==> src/hdl/assert_macros.svh <==
// Assertion macros used by the RTL that carries checks.
// No dependencies; the user supplies clk and rst in scope.
`ifndef ASSERT_MACROS_SVH
`define ASSERT_MACROS_SVH

// Property checked on every rising edge of clk, off while rst is high.
`define ASSERT_CLK(label, prop, msg) \
  label: assert property (@(posedge clk) disable iff (rst) (prop)) else $error(msg);

// Implication checked on every rising edge of clk, off while rst is high.
`define ASSERT_IMPL(label, ante, cons, msg) \
  label: assert property (@(posedge clk) disable iff (rst) (ante) |-> (cons)) \
    else $error(msg);

// Next-cycle implication, off while rst is high.
`define ASSERT_NEXT(label, ante, cons, msg) \
  label: assert property (@(posedge clk) disable iff (rst) (ante) |=> (cons)) \
    else $error(msg);

`endif

==> src/hdl/bdpc_pkg.sv <==
// Package for the button debounce and press classifier: sizes, register codes,
// reset values and the structs passed between modules. No dependencies.
package bdpc_pkg;

  localparam int NUM_BUTTONS = 3;
  localparam int COUNT_BITS  = 16;
  localparam int THR_W       = 16;
  localparam int CMP_W       = (COUNT_BITS > THR_W) ? COUNT_BITS : THR_W;
  localparam int DATA_W      = 32;
  localparam int ADDR_W      = 4;

  localparam logic [COUNT_BITS-1:0] COUNT_MAX = {COUNT_BITS{1'b1}};

  localparam logic [THR_W-1:0]       DEBOUNCE_RESET   = THR_W'(50);
  localparam logic [THR_W-1:0]       LONG_PRESS_RESET = THR_W'(1000);
  localparam logic [NUM_BUTTONS-1:0] ENABLE_RESET     = '0;

  // Register word index, byte address 4*index
  typedef enum logic [1:0] {
    REG_DEBOUNCE   = 2'd0,
    REG_LONG_PRESS = 2'd1,
    REG_SHORT_EN   = 2'd2,
    REG_LONG_EN    = 2'd3
  } bdpc_reg_t;

  typedef struct packed {
    logic [THR_W-1:0] debounce_ticks;
    logic [THR_W-1:0] long_press_ticks;
  } bdpc_thr_t;

  typedef struct packed {
    bdpc_thr_t              thr;
    logic [NUM_BUTTONS-1:0] short_en;
    logic [NUM_BUTTONS-1:0] long_en;
  } bdpc_cfg_t;

  // Per-button result of one tick
  typedef struct packed {
    logic level;
    logic short_ev;
    logic long_ev;
  } bdpc_evt_t;

endpackage

==> src/hdl/bdpc_regs.sv <==
// Configuration registers behind the APB-style port.
// Depends on bdpc_pkg.
module bdpc_regs (
  input  logic                         clk,
  input  logic                         rst,
  input  logic                         psel,
  input  logic                         penable,
  input  logic                         pwrite,
  input  logic [bdpc_pkg::ADDR_W-1:0]  paddr,
  input  logic [bdpc_pkg::DATA_W-1:0]  pwdata,
  output logic [bdpc_pkg::DATA_W-1:0]  prdata,
  output logic                         pready,
  output bdpc_pkg::bdpc_cfg_t          cfg
);
  import bdpc_pkg::*;

  logic      wr_en;
  bdpc_reg_t reg_sel;

  assign pready  = 1'b1;
  assign wr_en   = psel & penable & pwrite & pready;
  assign reg_sel = bdpc_reg_t'(paddr[ADDR_W-1:2]);

  always_ff @(posedge clk) begin
    if (rst) begin
      cfg.thr.debounce_ticks   <= DEBOUNCE_RESET;
      cfg.thr.long_press_ticks <= LONG_PRESS_RESET;
      cfg.short_en             <= ENABLE_RESET;
      cfg.long_en              <= ENABLE_RESET;
    end else if (wr_en) begin
      case (reg_sel)
        REG_DEBOUNCE:   cfg.thr.debounce_ticks   <= pwdata[THR_W-1:0];
        REG_LONG_PRESS: cfg.thr.long_press_ticks <= pwdata[THR_W-1:0];
        REG_SHORT_EN:   cfg.short_en             <= pwdata[NUM_BUTTONS-1:0];
        REG_LONG_EN:    cfg.long_en              <= pwdata[NUM_BUTTONS-1:0];
        default: ;
      endcase
    end
  end

  always_comb begin
    case (reg_sel)
      REG_DEBOUNCE:   prdata = DATA_W'(cfg.thr.debounce_ticks);
      REG_LONG_PRESS: prdata = DATA_W'(cfg.thr.long_press_ticks);
      REG_SHORT_EN:   prdata = DATA_W'(cfg.short_en);
      REG_LONG_EN:    prdata = DATA_W'(cfg.long_en);
      default:        prdata = '0;
    endcase
  end

endmodule

==> src/hdl/bdpc_button.sv <==
// Per-button debounce and press classification state, advanced one tick per item.
// Depends on bdpc_pkg.
module bdpc_button (
  input  logic                 clk,
  input  logic                 rst,
  input  logic                 advance,
  input  logic                 raw,
  input  bdpc_pkg::bdpc_thr_t  thr,
  output bdpc_pkg::bdpc_evt_t  evt
);
  import bdpc_pkg::*;

  // state
  logic                  previous_raw;
  logic                  stable_level;
  logic [COUNT_BITS-1:0] settle_count;
  logic [COUNT_BITS-1:0] held_count;
  logic                  long_done;

  logic                  stable_level_next;
  logic [COUNT_BITS-1:0] settle_count_next;
  logic [COUNT_BITS-1:0] held_inc;
  logic [COUNT_BITS-1:0] held_count_next;
  logic                  long_done_mid;
  logic                  long_done_next;
  logic                  take;
  logic                  press;
  logic [CMP_W-1:0]      settle_x, held_inc_x, held_next_x, deb_x, lpt_x;

  always_comb begin
    settle_count_next = (raw != previous_raw) ? '0 :
                        (settle_count == COUNT_MAX) ? settle_count : settle_count + 1'b1;
    held_inc          = (held_count == COUNT_MAX) ? held_count : held_count + 1'b1;

    settle_x   = CMP_W'(settle_count_next);
    held_inc_x = CMP_W'(held_inc);
    deb_x      = CMP_W'(thr.debounce_ticks);
    lpt_x      = CMP_W'(thr.long_press_ticks);

    take  = (settle_x > deb_x) && (raw != stable_level);
    press = take & raw;

    stable_level_next = take ? raw : stable_level;
    held_count_next   = press ? '0 : held_inc;
    long_done_mid     = press ? 1'b0 : long_done;
    held_next_x       = CMP_W'(held_count_next);

    evt.level    = stable_level_next;
    evt.short_ev = take & ~raw & (held_inc_x < lpt_x) & ~long_done;
    evt.long_ev  = stable_level_next & ~long_done_mid & (held_next_x >= lpt_x);
    long_done_next = evt.long_ev | long_done_mid;
  end

  always_ff @(posedge clk) begin
    if (rst) begin
      previous_raw <= 1'b0;
      stable_level <= 1'b0;
      settle_count <= '0;
      held_count   <= '0;
      long_done    <= 1'b0;
    end else if (advance) begin
      previous_raw <= raw;
      stable_level <= stable_level_next;
      settle_count <= settle_count_next;
      held_count   <= held_count_next;
      long_done    <= long_done_next;
    end
  end

endmodule

==> src/hdl/button_debounce_press_classifier.sv <==
// Button debounce and press classifier, three active-high buttons, one tick per item.
// Result valid in the cycle after input accept; throughput one item per cycle while
// the consumer keeps up. The result register lies between input accept and result.
// Input is taken whenever the result register is empty or being drained.
// Synchronous active-high reset clears all button state and loads register defaults.
// Depends on bdpc_pkg, bdpc_regs, bdpc_button and assert_macros.svh.
`include "assert_macros.svh"
module button_debounce_press_classifier (
  input  logic                               clk,
  input  logic                               rst,
  // configuration port
  input  logic                               psel,
  input  logic                               penable,
  input  logic                               pwrite,
  input  logic [bdpc_pkg::ADDR_W-1:0]        paddr,
  input  logic [bdpc_pkg::DATA_W-1:0]        pwdata,
  output logic [bdpc_pkg::DATA_W-1:0]        prdata,
  output logic                               pready,
  // tick items in
  input  logic                               in_valid,
  output logic                               in_ready,
  input  logic [bdpc_pkg::NUM_BUTTONS-1:0]   raw_levels,
  // result items out
  output logic                               out_valid,
  input  logic                               out_ready,
  output logic [bdpc_pkg::NUM_BUTTONS-1:0]   debounced_levels,
  output logic [bdpc_pkg::NUM_BUTTONS-1:0]   short_press,
  output logic [bdpc_pkg::NUM_BUTTONS-1:0]   long_press
);
  import bdpc_pkg::*;

  bdpc_cfg_t              cfg;
  bdpc_evt_t              evt [NUM_BUTTONS];
  logic                   in_take;
  logic [NUM_BUTTONS-1:0] level_next;
  logic [NUM_BUTTONS-1:0] short_next;
  logic [NUM_BUTTONS-1:0] long_next;

  bdpc_regs u_regs (
    .clk     (clk),
    .rst     (rst),
    .psel    (psel),
    .penable (penable),
    .pwrite  (pwrite),
    .paddr   (paddr),
    .pwdata  (pwdata),
    .prdata  (prdata),
    .pready  (pready),
    .cfg     (cfg)
  );

  // The result register frees up in the same cycle it is drained, so
  // an item can enter every cycle while the consumer keeps up.
  assign in_ready = ~out_valid | out_ready;
  assign in_take  = in_valid & in_ready;

  // One state slice per button; state moves only when an item is taken.
  for (genvar b = 0; b < NUM_BUTTONS; b++) begin : g_btn
    bdpc_button u_btn (
      .clk     (clk),
      .rst     (rst),
      .advance (in_take),
      .raw     (raw_levels[b]),
      .thr     (cfg.thr),
      .evt     (evt[b])
    );
    assign level_next[b] = evt[b].level;
    assign short_next[b] = evt[b].short_ev;
    assign long_next[b]  = evt[b].long_ev;
  end

  // Result register. Pulses are masked here; state advances regardless.
  always_ff @(posedge clk) begin
    if (rst) begin
      out_valid <= 1'b0;
    end else if (in_take) begin
      out_valid <= 1'b1;
    end else if (out_ready) begin
      out_valid <= 1'b0;
    end
  end

  always_ff @(posedge clk) begin
    if (in_take) begin
      debounced_levels <= level_next;
      short_press      <= short_next & cfg.short_en;
      long_press       <= long_next & cfg.long_en;
    end
  end

  // A short press comes only with a release, a long press only while held.
  `ASSERT_IMPL(a_short_released, out_valid, (short_press & debounced_levels) == '0, "short press on held button")
  `ASSERT_IMPL(a_long_held, out_valid, (long_press & ~debounced_levels) == '0, "long press on released button")
  `ASSERT_IMPL(a_no_both, out_valid, (short_press & long_press) == '0, "short and long press together")
  `ASSERT_NEXT(a_result_follows, in_take, out_valid, "accepted item gave no result")

endmodule

==> config.mk <==
export PLATFORM = sky130hd
export DESIGN_NAME = button_debounce_press_classifier
export DESIGN_NICKNAME = d
export VERILOG_FILES = /design/src/hdl/bdpc_pkg.sv /design/src/hdl/bdpc_regs.sv /design/src/hdl/bdpc_button.sv /design/src/hdl/button_debounce_press_classifier.sv
export VERILOG_INCLUDE_DIRS = /design/src /design/src/hdl
export SDC_FILE = /design/constraint.sdc
export NUM_CORES = 1
export LEC_CHECK = 0
export BUFFER_PORTS_ARGS = -buffer_cell sky130_fd_sc_hd__buf_4
export CAP_MARGIN = 20
export CELL_PAD_IN_SITES_DETAIL_PLACEMENT = 0
export CELL_PAD_IN_SITES_GLOBAL_PLACEMENT = 1
export CORE_MARGIN = 4
export CORE_UTILIZATION = 42
export CTS_CLUSTER_SIZE = 10
export DETAILED_ROUTE_END_ITERATION = 8
export GPL_ROUTABILITY_DRIVEN = 0
export MAX_ROUTING_LAYER = met4
export PLACE_DENSITY_LB_ADDON = 0.1
export SETUP_SLACK_MARGIN = 0.15
export SKIP_CTS_REPAIR_TIMING = 1
export SYNTH_ARGS = -nofsm -noshare
export SYNTH_HDL_FRONTEND = slang
export SYNTH_SLANG_ARGS = --single-unit
==> constraint.sdc <==
create_clock -name clk -period 4.9 [get_ports clk]
set_input_delay 0.49 -clock clk [delete_from_list [all_inputs] [get_ports clk]]
set_output_delay 0.49 -clock clk [all_outputs]
set_load 0.05 [all_outputs]
==> impl_metrics.json <==
{
  "yosysUniqueCellTypes": 86,
  "startpoint_type": "flip-flop",
  "finalPower_mw": 3.11,
  "hold_violations": 0,
  "p_per_area_nw_per_um2": 217,
  "die_width_um": 179,
  "synthCells": 1561,
  "max_freq_mhz": 216,
  "swShare": 0.301,
  "p_int_mw": 2.17,
  "synth_edf_count": 9,
  "cap_violations": 0,
  "p_seq_frac": 0.416,
  "drt_iter0_markers": 632,
  "cts_buffers": 17,
  "finalSetupViolCount": 0,
  "placedCellCount": 1967,
  "irDropWorstVdd_mv": 0.209,
  "period_needed_ns": 4.63,
  "stdcell_area_um2": 14300,
  "p_switching_mw": 0.935,
  "synth_seq_cells": 153,
  "crit_required_ns": 5.08,
  "dpl-instance-area_um2": 13100,
  "num_rows": 62,
  "setup-tns-final_ns": 0,
  "p_comb_frac": 0.134,
  "cts_tree": "built",
  "cts_root_buf": "clkbuf_16",
  "status": "completed",
  "syn2layout_area_growth_pct": 17.3,
  "path_max_fanout": 6,
  "synth_top_area_cell": "dfxtp_1",
  "drcViolationCount": 0,
  "nFillCells": 2830,
  "fin_crit_sh": 0.945,
  "first_global_vias": 10815,
  "cts_sinks": 153,
  "drive_above_1_share": 0.155,
  "cp-end-kind": "flip-flop",
  "min_path_type": "in -> reg",
  "antenna_cells": 0,
  "routed_wl_um": 38500,
  "top_level_ports": 90,
  "finalMaxSlewViolations": 0,
  "leakagePower_nw": 6.00,
  "yosys-top-cells-area": "dfxtp_1 (24%), ha_1 (15%), a21oi_1 (6.6%), nand2_1 (6.0%), nor2_1 (3.4%)",
  "synth_seq_area_share": 0.258,
  "portBuffers": 54,
  "cts.path.max_buffers": 2,
  "dominantRegCellSynth": "dfxtp_1",
  "core_area_um2": 28700,
  "ys_warn_count": 0,
  "syn_area_um2": 12200,
  "synth_area_per_cell_um2": 7.82,
  "skew_ns": 0.0190,
  "tightest_slew_ns": 0.759,
  "hpwlAfterDp_um": 27100,
  "die_h_um": 179,
  "synthArstFlopShare": 0,
  "rsz0062_at_grt": "true",
  "grt_max_degree": 57,
  "die_area_um2": 31900,
  "power.share.clock": 0.450,
  "start_util": 0.425,
  "grt_usage": 0.244,
  "firstDrtPassIters": 7,
  "yosysTopAreaCellShare": 0.236,
  "fin_nets": 1821,
  "final_cells": 2025,
  "ant_nets": 0,
  "grt_pass1_wl_um": 59500,
  "via_per_inst": 5.71,
  "relSlewSlack": 0.487,
  "grt-ovfl-total": 0,
  "routedWlPerCell_um": 19.0,
  "path_class": "reg -> reg",
  "cp_data_arrival_time_ns": 4.81,
  "num_vias": 11564,
  "antenna_found_initial": 0,
  "clock_latency_ns": 0.45,
  "htree_levels": 4,
  "path_clk_slew_ns": 0.07,
  "fin_util": 0.499
}
[cell usage after synthesis, types with 33 or more instances]
library cell and instances:
nand2_1 194, clkbuf_1 59, inv_1 49, a21oi_1 162, nand4_1 44, ha_1 147
nor2_1 111, nor3_1 33, and2_1 44, o21ai_0 52, dfxtp_1 144, xor2_1 40
nand3_1 77
[final cells by class]
type | count | area (um^2) | area share
Timing Repair Buffer | 131 | 1050 | 0.0733
Inverter | 50 | 188 | 0.0131
Clock buffer | 18 | 429 | 0.0300
Sequential cell | 153 | 3160 | 0.221
Tap cell | 384 | 480 | 0.0335
Multi-Input combinational cell | 1275 | 8860 | 0.618
Clock inverter | 14 | 163 | 0.0114
[registers in the layout, indices dropped and copies added (netlist names)]
register	cells
g_btn.u_btn.held_count	48
debounced_levels	3
g_btn.u_btn.previous_raw	3
g_btn.u_btn.long_done	3
u_regs.cfg	38
g_btn.u_btn.stable_level	3
out_valid	1
g_btn.u_btn.settle_count	48
short_press	3
long_press	3
[layer usage]
metal	share of wire	track usage
met1	0.45	0.307
met3	0.033	0.0312
met5	0	-
met2	0.50	0.419
met4	0.019	0.0601
[worst max-delay path, stage by stage, from the launching register on]
cell,delay [ns]
dfxtp_1,0.46
nand4_1,0.23
or4_4,0.52
nor2_1,0.14
xnor2_1,0.10
a21oi_1,0.22
ha_1,0.30
nand4_1,0.21
nor4_2,0.09
or3b_1,0.37
a31o_4,0.26
buf_4,0.15
and2_1,0.13
ha_1,0.20
or3_1,0.32
a21oi_2,0.15
nor3_2,0.06
a211oi_2,0.24
a21o_1,0.16
nor3b_2,0.05
[logic make-up after synthesis]
family                   after synthesis  synth area share
adder cells (fa/ha/maj)              147             0.151
flip-flops                           153             0.258
AO/OA/AOI/OAI                        371             0.191
other                                  2          0.000615
multiplexers                          29            0.0269
XOR/XNOR                              73            0.0530
buffers and inverters                148            0.0523
AND/OR/NAND/NOR                      638             0.267
[layout by cell type (no fill, tap or decap), types with 9 or more instances in the layout]
master / Yosys / routed
nand2_1: 194 / 191
or3_1: 20 / 19
dfxtp_1: 144 / 139
ha_1: 147 / 144
inv_1: 49 / 48
xnor2_1: 32 / 32
xor2_1: 40 / 38
conb_1: 2 / 17
o211ai_1: 15 / 15
a31oi_1: 25 / 23
and2_1: 44 / 44
nor2_1: 111 / 108
buf_4: 17 / 123
and4_1: 13 / 11
clkbuf_16: 0 / 19
nand4_1: 44 / 44
o21ai_0: 52 / 48
nor3_1: 33 / 27
mux2i_1: 25 / 25
nor2b_1: 19 / 19
o21ai_1: 6 / 10
nand3_1: 77 / 72
nor4_1: 16 / 11
a21oi_1: 162 / 155
a21o_1: 16 / 16
and3_1: 12 / 12
edfxtp_1: 9 / 9
[stage by stage]
step | worst slack, ns | hold slack [ns]
global placement | 0.0921 | 0.459
floorplan | 0.221 | 0.442
finish | 0.271 | 0.278
detailed placement | 0.0698 | 0.466
CTS | 0.0261 | 0.258
global route | 0.0376 | 0.280
[path summary, 6_finish.rpt]
check | startpoint | end | slack [ns] | cells past startpoint
worst max-delay path | g_btn[1].u_btn.settle_count[2] | long_press[1] | 0.27 | 19
worst min register to register | g_btn[2].u_btn.held_count[6] | g_btn[2].u_btn.held_count[6] | 0.47 | 2
worst min-delay path | pwdata[5] | u_regs.cfg[27] | 0.28 | 3
worst max register to register | g_btn[1].u_btn.settle_count[2] | long_press[1] | 0.27 | 19
[power by group through the flow]
stage	Clock (mW)	Combinational (mW)	Sequential (mW)
CTS	1.43	0.401	1.29
global route	1.48	0.458	1.30
detailed placement	0	0.399	1.32
floorplan	0	0.261	1.33
global placement	0	0.394	1.32
finish	1.40	0.418	1.29
Power figures use the tool's default switching activity.
